[src/hdl/dfa_pkg.sv]
// Shared types and constants for the dragonfly node allocator.
// No dependencies; every other file of the block imports this package.
package dfa_pkg;

  localparam int MAP_DEPTH = 64;
  localparam int NODE_W    = 6;
  localparam int SIZE_W    = 7;
  localparam int ROUTER_W  = 4;
  localparam int RIG_W     = 2;
  localparam int GROUP_W   = 2;
  localparam int RCNT_W    = 3;
  localparam int GCNT_W    = 5;
  localparam int LOCAL_W   = 4;

  localparam logic OP_ALLOC   = 1'b0;
  localparam logic OP_RELEASE = 1'b1;

  typedef enum logic [1:0] {
    STAT_GRANT   = 2'd0,
    STAT_REJECT  = 2'd1,
    STAT_RELEASE = 2'd2
  } status_t;

  typedef enum logic [1:0] {
    ST_IDLE,
    ST_COUNT,
    ST_SCAN,
    ST_REPLY
  } state_t;

  typedef struct packed {
    logic              operation;
    logic [SIZE_W-1:0] job_size;
    logic [NODE_W-1:0] release_node;
  } in_item_t;

  typedef struct packed {
    logic [NODE_W-1:0] granted_node;
    status_t           status;
    logic              last;
  } out_item_t;

  // Summary of one counting pass over the free map.
  typedef struct packed {
    logic                done;
    logic [SIZE_W-1:0]   total;
    logic [ROUTER_W-1:0] best_router;
    logic [RCNT_W-1:0]   best_router_cnt;
    logic [GROUP_W-1:0]  best_group;
  } cnt_res_t;

endpackage

[src/hdl/dfa_counter.sv]
// Iterative free-node counter: one router per cycle through a shared popcount
// and compare unit. Depends on dfa_pkg.
module dfa_counter import dfa_pkg::*; #(
  parameter int NODES_PER_ROUTER  = 4,
  parameter int ROUTERS_PER_GROUP = 4,
  parameter int GROUPS            = 4
) (
  input  logic                 clk,
  input  logic                 rst_n,
  input  logic                 start_i,
  input  logic [MAP_DEPTH-1:0] free_map_i,
  output cnt_res_t             res_o
);

  localparam int TOTAL_ROUTERS = GROUPS * ROUTERS_PER_GROUP;

  logic                active_r, active_nxt;
  logic                done_r, done_nxt;
  logic [ROUTER_W-1:0] rtr_r, rtr_nxt;
  logic [RIG_W-1:0]    rig_r, rig_nxt;
  logic [GROUP_W-1:0]  grp_r, grp_nxt;
  logic [GCNT_W-1:0]   gacc_r, gacc_nxt;
  logic [SIZE_W-1:0]   total_r, total_nxt;
  logic [ROUTER_W-1:0] br_r, br_nxt;
  logic [RCNT_W-1:0]   brc_r, brc_nxt;
  logic [GROUP_W-1:0]  bg_r, bg_nxt;
  logic [GCNT_W-1:0]   bgc_r, bgc_nxt;

  logic [NODE_W-1:0]    base;
  logic [MAP_DEPTH-1:0] window;
  logic [RCNT_W-1:0]    rcnt;
  logic [GCNT_W-1:0]    gsum;

  // Shared unit: popcount of the current router's nodes.
  always_comb begin
    base   = NODE_W'(rtr_r) * NODE_W'(NODES_PER_ROUTER);
    window = free_map_i >> base;
    rcnt   = '0;
    for (int i = 0; i < NODES_PER_ROUTER; i++) begin
      rcnt = rcnt + RCNT_W'(window[i]);
    end
    gsum = gacc_r + GCNT_W'(rcnt);
  end

  always_comb begin
    active_nxt = active_r;
    done_nxt   = 1'b0;
    rtr_nxt    = rtr_r;
    rig_nxt    = rig_r;
    grp_nxt    = grp_r;
    gacc_nxt   = gacc_r;
    total_nxt  = total_r;
    br_nxt     = br_r;
    brc_nxt    = brc_r;
    bg_nxt     = bg_r;
    bgc_nxt    = bgc_r;
    if (start_i) begin
      active_nxt = 1'b1;
      rtr_nxt    = '0;
      rig_nxt    = '0;
      grp_nxt    = '0;
      gacc_nxt   = '0;
      total_nxt  = '0;
      br_nxt     = '0;
      brc_nxt    = '0;
      bg_nxt     = '0;
      bgc_nxt    = '0;
    end else if (active_r) begin
      total_nxt = total_r + SIZE_W'(rcnt);
      // Keep the first router with the most free nodes.
      if (rcnt > brc_r) begin
        br_nxt  = rtr_r;
        brc_nxt = rcnt;
      end
      if (rig_r == RIG_W'(ROUTERS_PER_GROUP - 1)) begin
        if (gsum > bgc_r) begin
          bg_nxt  = grp_r;
          bgc_nxt = gsum;
        end
        gacc_nxt = '0;
        rig_nxt  = '0;
        grp_nxt  = grp_r + GROUP_W'(1);
      end else begin
        gacc_nxt = gsum;
        rig_nxt  = rig_r + RIG_W'(1);
      end
      if (rtr_r == ROUTER_W'(TOTAL_ROUTERS - 1)) begin
        active_nxt = 1'b0;
        done_nxt   = 1'b1;
      end else begin
        rtr_nxt = rtr_r + ROUTER_W'(1);
      end
    end
  end

  always_ff @(posedge clk) begin
    if (!rst_n) begin
      active_r <= 1'b0;
      done_r   <= 1'b0;
    end else begin
      active_r <= active_nxt;
      done_r   <= done_nxt;
    end
    rtr_r   <= rtr_nxt;
    rig_r   <= rig_nxt;
    grp_r   <= grp_nxt;
    gacc_r  <= gacc_nxt;
    total_r <= total_nxt;
    br_r    <= br_nxt;
    brc_r   <= brc_nxt;
    bg_r    <= bg_nxt;
    bgc_r   <= bgc_nxt;
  end

  assign res_o.done            = done_r;
  assign res_o.total           = total_r;
  assign res_o.best_router     = br_r;
  assign res_o.best_router_cnt = brc_r;
  assign res_o.best_group      = bg_r;

endmodule

[src/hdl/dfa_out_reg.sv]
// Result register: holds one beat until the consumer takes it.
// Depends on dfa_pkg.
module dfa_out_reg import dfa_pkg::*; (
  input  logic      clk,
  input  logic      rst_n,
  input  logic      load_i,
  input  out_item_t data_i,
  output logic      slot_free_o,
  output logic      valid_o,
  input  logic      ready_i,
  output out_item_t data_o
);

  logic      valid_r, valid_nxt;
  out_item_t data_r, data_nxt;

  assign slot_free_o = !valid_r || ready_i;

  always_comb begin
    valid_nxt = valid_r;
    data_nxt  = data_r;
    if (load_i) begin
      valid_nxt = 1'b1;
      data_nxt  = data_i;
    end else if (ready_i) begin
      valid_nxt = 1'b0;
    end
  end

  always_ff @(posedge clk) begin
    if (!rst_n) begin
      valid_r <= 1'b0;
    end else begin
      valid_r <= valid_nxt;
    end
    data_r <= data_nxt;
  end

  assign valid_o = valid_r;
  assign data_o  = data_r;

endmodule

[src/hdl/dragonfly_node_allocator.sv]
// Dragonfly node allocator top: free map, sequencer and node scan.
// Depends on dfa_pkg, dfa_counter and dfa_out_reg.
//
// One item is taken at a time; in_ready is high only while the block is idle.
// A release gives its single result beat through ST_REPLY. An allocate first runs
// a counting pass over all GROUPS*ROUTERS_PER_GROUP routers (one router per cycle
// through the shared popcount and compare unit), then scans the free map one
// node per cycle, emitting at most one grant beat per cycle; a stalled result
// port holds the scan. A rejection answers right after the counting pass.
// The free map is in flip-flops and is all free right out of reset.
module dragonfly_node_allocator import dfa_pkg::*; #(
  parameter int NODES_PER_ROUTER  = 4,
  parameter int ROUTERS_PER_GROUP = 4,
  parameter int GROUPS            = 4
) (
  input  logic      clk,
  input  logic      rst_n,
  input  logic      in_valid,
  output logic      in_ready,
  input  in_item_t  in_data,
  output logic      out_valid,
  input  logic      out_ready,
  output out_item_t out_data
);

  localparam int NODES_PER_GROUP = ROUTERS_PER_GROUP * NODES_PER_ROUTER;
  localparam int TOTAL_NODES     = GROUPS * NODES_PER_GROUP;

  state_t               state_r, state_nxt;
  logic [MAP_DEPTH-1:0] free_map_r, free_map_nxt;
  logic [SIZE_W-1:0]    size_r, size_nxt;
  logic [SIZE_W-1:0]    k_r, k_nxt;
  logic                 rr_mode_r, rr_mode_nxt;
  logic [NODE_W-1:0]    ptr_r, ptr_nxt;
  logic [GROUP_W-1:0]   rr_g_r, rr_g_nxt;
  logic [LOCAL_W-1:0]   rr_j_r, rr_j_nxt;
  out_item_t            reply_r, reply_nxt;

  logic              cnt_start;
  cnt_res_t          cnt_res;
  logic              slot_free;
  logic              load;
  out_item_t         load_data;
  logic [NODE_W-1:0] scan_node;
  logic              node_free;
  logic              last_take;

  dfa_counter #(
    .NODES_PER_ROUTER  (NODES_PER_ROUTER),
    .ROUTERS_PER_GROUP (ROUTERS_PER_GROUP),
    .GROUPS            (GROUPS)
  ) u_counter (
    .clk        (clk),
    .rst_n      (rst_n),
    .start_i    (cnt_start),
    .free_map_i (free_map_r),
    .res_o      (cnt_res)
  );

  dfa_out_reg u_out_reg (
    .clk         (clk),
    .rst_n       (rst_n),
    .load_i      (load),
    .data_i      (load_data),
    .slot_free_o (slot_free),
    .valid_o     (out_valid),
    .ready_i     (out_ready),
    .data_o      (out_data)
  );

  always_comb begin
    if (rr_mode_r) begin
      scan_node = NODE_W'(rr_g_r) * NODE_W'(NODES_PER_GROUP) + NODE_W'(rr_j_r);
    end else begin
      scan_node = ptr_r;
    end
    node_free = free_map_r[scan_node];
    last_take = (k_r + SIZE_W'(1)) == size_r;
  end

  always_comb begin
    state_nxt    = state_r;
    free_map_nxt = free_map_r;
    size_nxt     = size_r;
    k_nxt        = k_r;
    rr_mode_nxt  = rr_mode_r;
    ptr_nxt      = ptr_r;
    rr_g_nxt     = rr_g_r;
    rr_j_nxt     = rr_j_r;
    reply_nxt    = reply_r;
    cnt_start    = 1'b0;
    load         = 1'b0;
    load_data    = reply_r;
    in_ready     = 1'b0;
    unique case (state_r)
      ST_IDLE: begin
        in_ready = 1'b1;
        if (in_valid) begin
          size_nxt = in_data.job_size;
          k_nxt    = '0;
          if (in_data.operation == OP_RELEASE) begin
            // Drop releases beyond the machine, but still answer them.
            if (7'(in_data.release_node) < SIZE_W'(TOTAL_NODES)) begin
              free_map_nxt[in_data.release_node] = 1'b1;
            end
            reply_nxt.granted_node = in_data.release_node;
            reply_nxt.status       = STAT_RELEASE;
            reply_nxt.last         = 1'b1;
            state_nxt              = ST_REPLY;
          end else begin
            cnt_start = 1'b1;
            state_nxt = ST_COUNT;
          end
        end
      end
      ST_COUNT: begin
        if (cnt_res.done) begin
          if (size_r == '0 || size_r > cnt_res.total) begin
            reply_nxt.granted_node = '0;
            reply_nxt.status       = STAT_REJECT;
            reply_nxt.last         = 1'b1;
            state_nxt              = ST_REPLY;
          end else begin
            state_nxt = ST_SCAN;
            rr_g_nxt  = '0;
            rr_j_nxt  = '0;
            if (size_r <= SIZE_W'(NODES_PER_ROUTER) &&
                size_r <= SIZE_W'(cnt_res.best_router_cnt)) begin
              rr_mode_nxt = 1'b0;
              ptr_nxt = NODE_W'(cnt_res.best_router) * NODE_W'(NODES_PER_ROUTER);
            end else if (size_r <= SIZE_W'(2 * NODES_PER_GROUP)) begin
              rr_mode_nxt = 1'b0;
              ptr_nxt = NODE_W'(cnt_res.best_group) * NODE_W'(NODES_PER_GROUP);
            end else begin
              rr_mode_nxt = 1'b1;
            end
          end
        end
      end
      ST_SCAN: begin
        if (slot_free) begin
          if (node_free) begin
            free_map_nxt[scan_node] = 1'b0;
            load                    = 1'b1;
            load_data.granted_node  = scan_node;
            load_data.status        = STAT_GRANT;
            load_data.last          = last_take;
            k_nxt                   = k_r + SIZE_W'(1);
            if (last_take) begin
              state_nxt = ST_IDLE;
            end
          end
          // Advance: round robin moves on to the next group after a take or
          // after the last node of a group; the linear scan wraps to node 0.
          if (rr_mode_r) begin
            if (node_free || rr_j_r == LOCAL_W'(NODES_PER_GROUP - 1)) begin
              rr_j_nxt = '0;
              rr_g_nxt = (rr_g_r == GROUP_W'(GROUPS - 1)) ? '0 : rr_g_r + GROUP_W'(1);
            end else begin
              rr_j_nxt = rr_j_r + LOCAL_W'(1);
            end
          end else begin
            ptr_nxt = (ptr_r == NODE_W'(TOTAL_NODES - 1)) ? '0 : ptr_r + NODE_W'(1);
          end
        end
      end
      ST_REPLY: begin
        if (slot_free) begin
          load      = 1'b1;
          load_data = reply_r;
          state_nxt = ST_IDLE;
        end
      end
      default: begin
        state_nxt = ST_IDLE;
      end
    endcase
  end

  always_ff @(posedge clk) begin
    if (!rst_n) begin
      state_r    <= ST_IDLE;
      free_map_r <= '1;
    end else begin
      state_r    <= state_nxt;
      free_map_r <= free_map_nxt;
    end
    size_r    <= size_nxt;
    k_r       <= k_nxt;
    rr_mode_r <= rr_mode_nxt;
    ptr_r     <= ptr_nxt;
    rr_g_r    <= rr_g_nxt;
    rr_j_r    <= rr_j_nxt;
    reply_r   <= reply_nxt;
  end

  a_scan_within_size: assert property (@(posedge clk) disable iff (!rst_n)
    (state_r == ST_SCAN) |-> (k_r < size_r))
    else $error("scan ran past the job size");

  a_map_held_in_count: assert property (@(posedge clk) disable iff (!rst_n)
    (state_r == ST_COUNT) |=> (free_map_r == $past(free_map_r)))
    else $error("free map changed during counting pass");

  a_done_only_in_count: assert property (@(posedge clk) disable iff (!rst_n)
    cnt_res.done |-> (state_r == ST_COUNT))
    else $error("counter finished outside the counting state");

  a_grant_takes_free: assert property (@(posedge clk) disable iff (!rst_n)
    (load && load_data.status == STAT_GRANT) |=> !free_map_r[$past(scan_node)])
    else $error("granted node not marked busy");

endmodule
[config.mk]
export PLATFORM = sky130hd
export DESIGN_NAME = dragonfly_node_allocator
export DESIGN_NICKNAME = d
export VERILOG_FILES = /design/src/hdl/dfa_pkg.sv /design/src/hdl/dfa_counter.sv /design/src/hdl/dfa_out_reg.sv /design/src/hdl/dragonfly_node_allocator.sv
export SDC_FILE = /design/constraint.sdc
export NUM_CORES = 1
export LEC_CHECK = 0
export BUFFER_PORTS_ARGS = -buffer_cell sky130_fd_sc_hd__buf_2
export CAP_MARGIN = 5
export CORE_AREA = 2 2 132 134
export DETAILED_ROUTE_END_ITERATION = 16
export DIE_AREA = 0 0 134 136
export PLACE_DENSITY = 0.66
export SYNTH_ARGS = -nofsm -noshare
export SYNTH_HDL_FRONTEND = slang
export SYNTH_SLANG_ARGS = --single-unit
export TNS_END_PERCENT = 30
[constraint.sdc]
create_clock -name clk -period 17.6 [get_ports clk]
set_clock_uncertainty 0.2 [all_clocks]
set_input_delay 0.88 -clock clk [delete_from_list [all_inputs] [get_ports clk]]
set_output_delay 0.88 -clock clk [all_outputs]
set_load 0.005 [all_outputs]
==> impl_metrics.yaml, run 1 <==
hold_path:
  hp-class: "flip-flop to flip-flop"
timing:
  rsz0062_at_grt: "false"
  hold_viol_final: 0
  period_share_pct: 34.3
  worst_pin_slew_ns: 1.11
  max_slew_margin_pct: 25.8
  layout_setup_ws_ns: 11.56
  setup_viol: 0
  fmax_mhz: 165
  layout_min_cycle_time_ns: 6.04
  slew_viol_final: 0
  setup_tns_ns: 0
global_route:
  grt_pass1_vias: 6530
  grt_antenna_before_repair: 0
  grt_overflow: 0
  grt_first_pass_wirelength_um: 36800
  grt.total_usage_pct: 26.5
  grt_max_degree: 75
floorplan:
  die_w_um: 134
  ioPinCount: 29
  fp.dieArea_um2: 18200
  core_area_um2: 16900
  die_h_um: 136
  row_count: 48
  initial_core_util_pct: 49.2
synth:
  synth-edff-count: 44
  netlist_instances: 904
  yosysWarningCount: 0
  ys_top_cells_by_count: "106 x nor2_1, 103 x dfxtp_1, 92 x nand2_1"
  synth_area_per_cell_um2: 9.18
  synthTopCellsByArea: "dfxtp_1 25%, edfxtp_1 16%, mux4_2 5.4%"
  ys_ff_latch: 147
  synth.most_common_cell: "nor2_1"
  synthFlopType: "dfxtp_1"
  yosysUniqueCellTypes: 56
  syn_area_um2: 8300
  synth_nets: 957
  yosysTopAreaCellShare_pct: 24.8
  yosysSeqAreaShare_pct: 40.8
  yosysTopAreaCell: "dfxtp_1"
  async_flop_share_pct: 0
cts:
  clock_path_buffers: 2
  htree_levels: 4
  cts-resized-gates: 0
  clkTransAtPathRegs_ns: 0.06
  insertion_delay_ns: 0.43
  cts-root-buf: "clkbuf_16"
  tritoncts: "yes"
  cts-hold-fix-buffers: 0
  cts_buffers: 17
  cts_sinks: 147
  cts_setup_buffers: 0
route:
  ant_nets: 0
  detail_route.first_pass.iterations: 7
  wl_per_cell_um: 20.6
  via_count: 7020
  drt_wl_total_um: 23500
  drc: 0
  routed_via_density: 6.16
  drt_iter0_drc: 1005
worst_setup_path:
  cp-start-kind: "flip-flop"
  crit_arrival_ns: 6.15
  reg2reg_to: "u_counter.bg_r[1]"
  crit_type: "flip-flop to flip-flop"
  cp-startpoint: "u_counter.rtr_r[0]"
  r2r_start: "u_counter.rtr_r[0]"
  cp.required_ns: 17.70
  crit_path_end_kind: "flip-flop"
  reg2reg_slack_ns: 11.56
  setup.worst_path.end: "u_counter.bg_r[1]"
  crit_fanout: 20
  reg2reg_depth: 16
place:
  gp_congestion: 0.926
  place_ws_ns: 11.52
  port_buffers: 28
  dp_hpwl_um: 15900
final_layout:
  fillCellCount: 1545
  finalNetCount: 954
  layout-drive-gt1-share_pct: 10.9
  diodes: 0
  syn_to_final_growth_pct: 9.71
pwr:
  p_leak_nw: 3.32
  ir_worst_vdd_uv: 72.0
  power.density_nw_per_um2: 100
run_status:
  status: "complete, no violations"
job:
  maxCapViolCount: 0
[state kept, by name (all words and copies together), names as in the netlist, 4 cells and up]
signal             flops
free_map_r            64
u_out_reg.data_o       9
reply_r                8
k_r                    7
size_r                 7
u_counter.total_r      7
ptr_r                  6
u_counter.bgc_r        5
u_counter.gacc_r       5
rr_j_r                 4
u_counter.br_r         4
u_counter.rtr_r        4
[power by group]
part	leakage, nW	total [mW]	internal, mW	switching, mW
Sequential	1.25	0.404	0.370	0.0332
Combinational	1.80	0.135	0.0623	0.0728
Clock	0.280	0.375	0.224	0.151
Total	3.32	0.913	0.656	0.257
[cell type report]
cell class              instances  area, um^2  share of cell area (%)
flip-flops and latches        147        3380                    37.1
clock buffers                  17         425                    4.67
inverters                      29         109                    1.20
multi-input cells             671        4530                    49.8
clock inverters                15         181                    1.99
repair buffers                 35         193                    2.12
well taps                     225         282                    3.09
[stage by stage]
stage / instance area, um^2 / power (mW) / utilization [%] / cells / hold WS, ns
final: 9110 / 0.913 / 54.0 / 1139 / 0.276
after global routing: 9110 / 0.954 / 54.0 / 1139 / 0.319
after CTS: 9110 / 0.920 / 54.0 / 1139 / 0.272
after detailed placement: 8500 / 0.544 / 50.4 / 1107 / 0.263
after global placement: 8500 / 0.540 / 50.4 / 1107 / 0.259
after floorplan: 8300 / 0.511 / - / 904 / 0.245
[layer usage]
metal  vias to the layer above  GRT usage [%]  wire length (um)
met3                        73           5.07              2030
met5                         -              0                 0
li1                       3246              -                 -
met2                       384           42.3             10900
met4                         0           10.9               818
met1                      3317           35.4              9730
[how the worst min path moves through the flow]
stage | startpoint | end | slack (ns) | depth (start not counted)
CTS | u_counter.gacc_r[0] | u_counter.gacc_r[0] | 0.27 | 2
global placement | u_counter.gacc_r[0] | u_counter.gacc_r[0] | 0.26 | 2
detailed placement | u_counter.gacc_r[0] | u_counter.gacc_r[0] | 0.26 | 2
floorplan | u_counter.gacc_r[0] | u_counter.gacc_r[0] | 0.25 | 2
global route | u_counter.gacc_r[0] | u_counter.gacc_r[0] | 0.32 | 2
finish | u_counter.gacc_r[0] | u_counter.gacc_r[0] | 0.28 | 2
[cells by family (layout without fill, tap and decap cells)]
| group | Yosys count | count (layout) | synth area share [%] |
|---|---|---|---|
| flip-flops | 147 | 147 | 40.8 |
| adder cells (fa/ha/maj) | 35 | 35 | 5.55 |
| buffers and inverters | 86 | 96 | 4.73 |
| AND/OR/NAND/NOR | 384 | 384 | 23.0 |
| AO/OA/AOI/OAI | 164 | 164 | 12.6 |
| multiplexers | 59 | 59 | 10.4 |
| XOR/XNOR | 29 | 29 | 3.06 |
[cell usage in the layout, fill, tap and decap left out, types with 4 or more instances in the layout]
cell type   count
nand3b_1        5
nor2b_1        18
nor4_1          4
xnor2_1        16
o21ai_0        10
or3_1           5
ha_1           32
nand2b_1       39
nor3_1          8
inv_1          29
a21o_1          5
buf_4           7
mux2i_1        28
dfxtp_1       103
a31oi_1        65
a32oi_1         8
mux4_2         20
nand4_1        12
nand3_1        41
mux2_1          6
edfxtp_1       44
nor3b_1        33
clkinvlp_4      4
and3_1          5
clkbuf_16      17
nor2_1        105
buf_2          28
a21oi_1        45
o21a_1          7
xor2_1         13
nand2_1        92
and2_1         10
[critical path, stage by stage, from the launching register on]
cell	delay (ns)
dfxtp_1	1.03
mux4_2	0.63
mux4_2	0.46
ha_1	0.29
inv_1	0.05
fa_1	0.55
inv_1	0.08
ha_1	0.21
fa_1	0.41
a21o_1	0.20
nand2_1	0.07
xnor2_1	0.17
ha_1	0.30
and3_1	0.20
a311oi_2	0.75
mux2i_1	0.27
nor2_1	0.06
No activity file was read; power rests on OpenSTA's default activity.
==> inputs of run 2 (changes only) <==
--- a/config.mk
+++ b/config.mk
@@ -10,7 +10,7 @@
 export CORE_AREA = 2 2 132 134
 export DETAILED_ROUTE_END_ITERATION = 16
 export DIE_AREA = 0 0 134 136
-export PLACE_DENSITY = 0.66
+export PLACE_DENSITY = 0.68
 export SYNTH_ARGS = -nofsm -noshare
 export SYNTH_HDL_FRONTEND = slang
 export SYNTH_SLANG_ARGS = --single-unit
==> constraint.sdc (replaced) <==
create_clock -name clk -period 5.1 [get_ports clk]
set_clock_uncertainty 0.2 [all_clocks]
set_input_delay 0.255 -clock clk [delete_from_list [all_inputs] [get_ports clk]]
set_output_delay 0.255 -clock clk [all_outputs]
set_load 0.005 [all_outputs]
==> impl_metrics.yaml, run 2 (same netlist as run 1, synthesis figures left out) <==
run_status:
  status: "complete, no violations"
cts:
  tritoncts: "yes"
  clock_path_buffers: 2
  htree_levels: 4
  cts_sinks: 147
  insertion_delay_ns: 0.42
  clkTransAtPathRegs_ns: 0.06
  cts_buffers: 17
  cts-root-buf: "clkbuf_16"
global_route:
  grt.total_usage_pct: 26.2
  busiest_layer: "met2"
  met2_usage_pct: 42.6
  grt_pass1_vias: 6749
  grt_first_pass_wirelength_um: 36700
  grt_use_met1_pct: 34.4
  grt_overflow: 0
  met3_usage_pct: 6.11
  grt_antenna_before_repair: 0
  grt_max_degree: 45
place:
  gp_congestion: 0.982
  place_inst: 1117
  dp_hpwl_um: 16200
  port_buffers: 28
floorplan:
  die_h_um: 136
  row_count: 48
  die_w_um: 134
  ioPinCount: 29
  initial_core_util_pct: 49.2
  fp.dieArea_um2: 18200
  core_area_um2: 16900
route:
  routed_via_density: 6.02
  via_count: 7018
  wl_per_cell_um: 19.9
  drt_wl_total_um: 23200
  drt_iter0_drc: 947
  ant_nets: 0
  detail_route.first_pass.iterations: 8
  drc: 0
final_layout:
  syn_to_final_growth_pct: 13.0
  finalNonFillerCells: 1165
  layout-drive-gt1-share_pct: 12.6
  diodes: 0
  top_register: "free_map_r"
  mostFrequentLayoutCells: "105 x nor2_1, 102 x dfxtp_1, 92 x nand2_1"
  final_util_pct: 55.6
  largest_reg_flops: 64
  finalNetCount: 980
  mostFrequentLayoutCell: "nor2_1"
timing:
  max_slew_margin_pct: 27.1
  period_share_pct: 95.9
  layout_min_cycle_time_ns: 4.89
  worst_pin_slew_ns: 1.09
  fmax_mhz: 205
  hold_viol_final: 0
  slew_viol_final: 0
  whs_ns: 0.0384
  setup_viol: 0
worst_setup_path:
  crit_type: "flip-flop to flip-flop"
  crit_arrival_ns: 4.99
  cp-start-kind: "flip-flop"
  crit_chain: "buf_12 > mux4_2 > mux4_2 > ha_1 > inv_1 > fa_1 > inv_1 > ha_1 > fa_2 > a21o_1 > nand2_1 > xnor2_2 > ha_1 > and3_1 > a311oi_4 > buf_12 > mux2i_1 > nor2_1"
  cp.required_ns: 5.20
  cp_slowest_stage_delay_ns: 0.52
  cp_common_cell: "ha_1"
  crit_path_end_kind: "flip-flop"
  crit_fanout: 12
  crit_slowest_cell: "fa_1"
job:
  maxCapViolCount: 0
pwr:
  power.density_nw_per_um2: 343
  ir_worst_vdd_uv: 290
  p_leak_nw: 3.46
hold_path:
  hp-class: "primary input to flip-flop"
==> run 2: cell count changes in the layout (fill, tap and decap cells not counted), sizes merged <==
cell         delta
buf            +15
inv             -1
clkbuf          +2
clkinvlp        -1
dlygate4sd3    +11
==> run 2: critical path: cells and delay by family, from the launching register on <==
| family | cells | cell delay (ns) |
|---|---|---|
| adders and majority gates | 5 | 1.68 |
| muxes | 3 | 1.18 |
| AOI/OAI and AO/OA | 2 | 0.44 |
| buffers and inverters | 4 | 0.43 |
| and+or+nand+nor | 3 | 0.37 |
| DFF | 1 | 0.34 |
| xor gates and xnor gates | 1 | 0.14 |
==> run 2: cell type report <==
| type | count | area, um^2 |
|---|---|---|
| Clock buffer | 19 | 433 |
| Clock inverter | 13 | 159 |
| Fill cell | 1519 | 7490 |
| Inverter | 29 | 109 |
| Multi-Input combinational cell | 671 | 4570 |
| Sequential cell | 147 | 3380 |
| Tap cell | 225 | 282 |
| Timing Repair Buffer | 61 | 444 |
==> run 2: worst paths after layout <==
kind	from	to	slack [ns]	depth (start not counted)
worst min register to register	u_counter.gacc_r[0]	u_counter.gacc_r[0]	0.27	2
worst min-delay path	out_ready	u_out_reg.valid_o	0.04	3
worst max register to register	u_counter.rtr_r[0]	u_counter.bg_r[0]	0.21	18
worst max-delay path	u_counter.rtr_r[0]	u_counter.bg_r[0]	0.21	18
==> run 2: power by group <==
group          internal (mW)  switching (mW)  total (mW)
clock network          0.768           0.504        1.27
registers               1.28          0.0621        1.34
logic                  0.276           0.327       0.603
total                   2.32           0.893        3.22
==> run 2: stage by stage <==
stage | power, mW | worst slack [ns] | setup TNS [ns] | cell area [um^2]
after detailed placement | 1.92 | -0.0862 | -0.497 | 8600
after CTS | 3.19 | 0.0848 | 0 | 9320
after global routing | 3.35 | -0.0140 | -0.0140 | 9380
after global placement | 1.91 | 0.0364 | 0 | 8600
after floorplan | 1.79 | 0.000000888 | 0 | 8330
final | 3.22 | 0.211 | 0 | 9380
==> run 2: what timing repair did <==
item / CTS / global route
buffers inserted: 1 / 4
cloned: 0 / 0
endpoints found under the hold margin: 11 / 0
hold buffers: 11 / 0
pin swaps: 1 / 3
setup endpoints to repair: 7 / 7
gates resized for setup: 0 / 7
==> run 2: routing by layer <==
metal / vias to the layer above / share of wire, %
met1: 3335 / 43
met4: 0 / 3.3
met5: - / 0
met2: 314 / 46
li1: 3297 / -
met3: 72 / 7.7
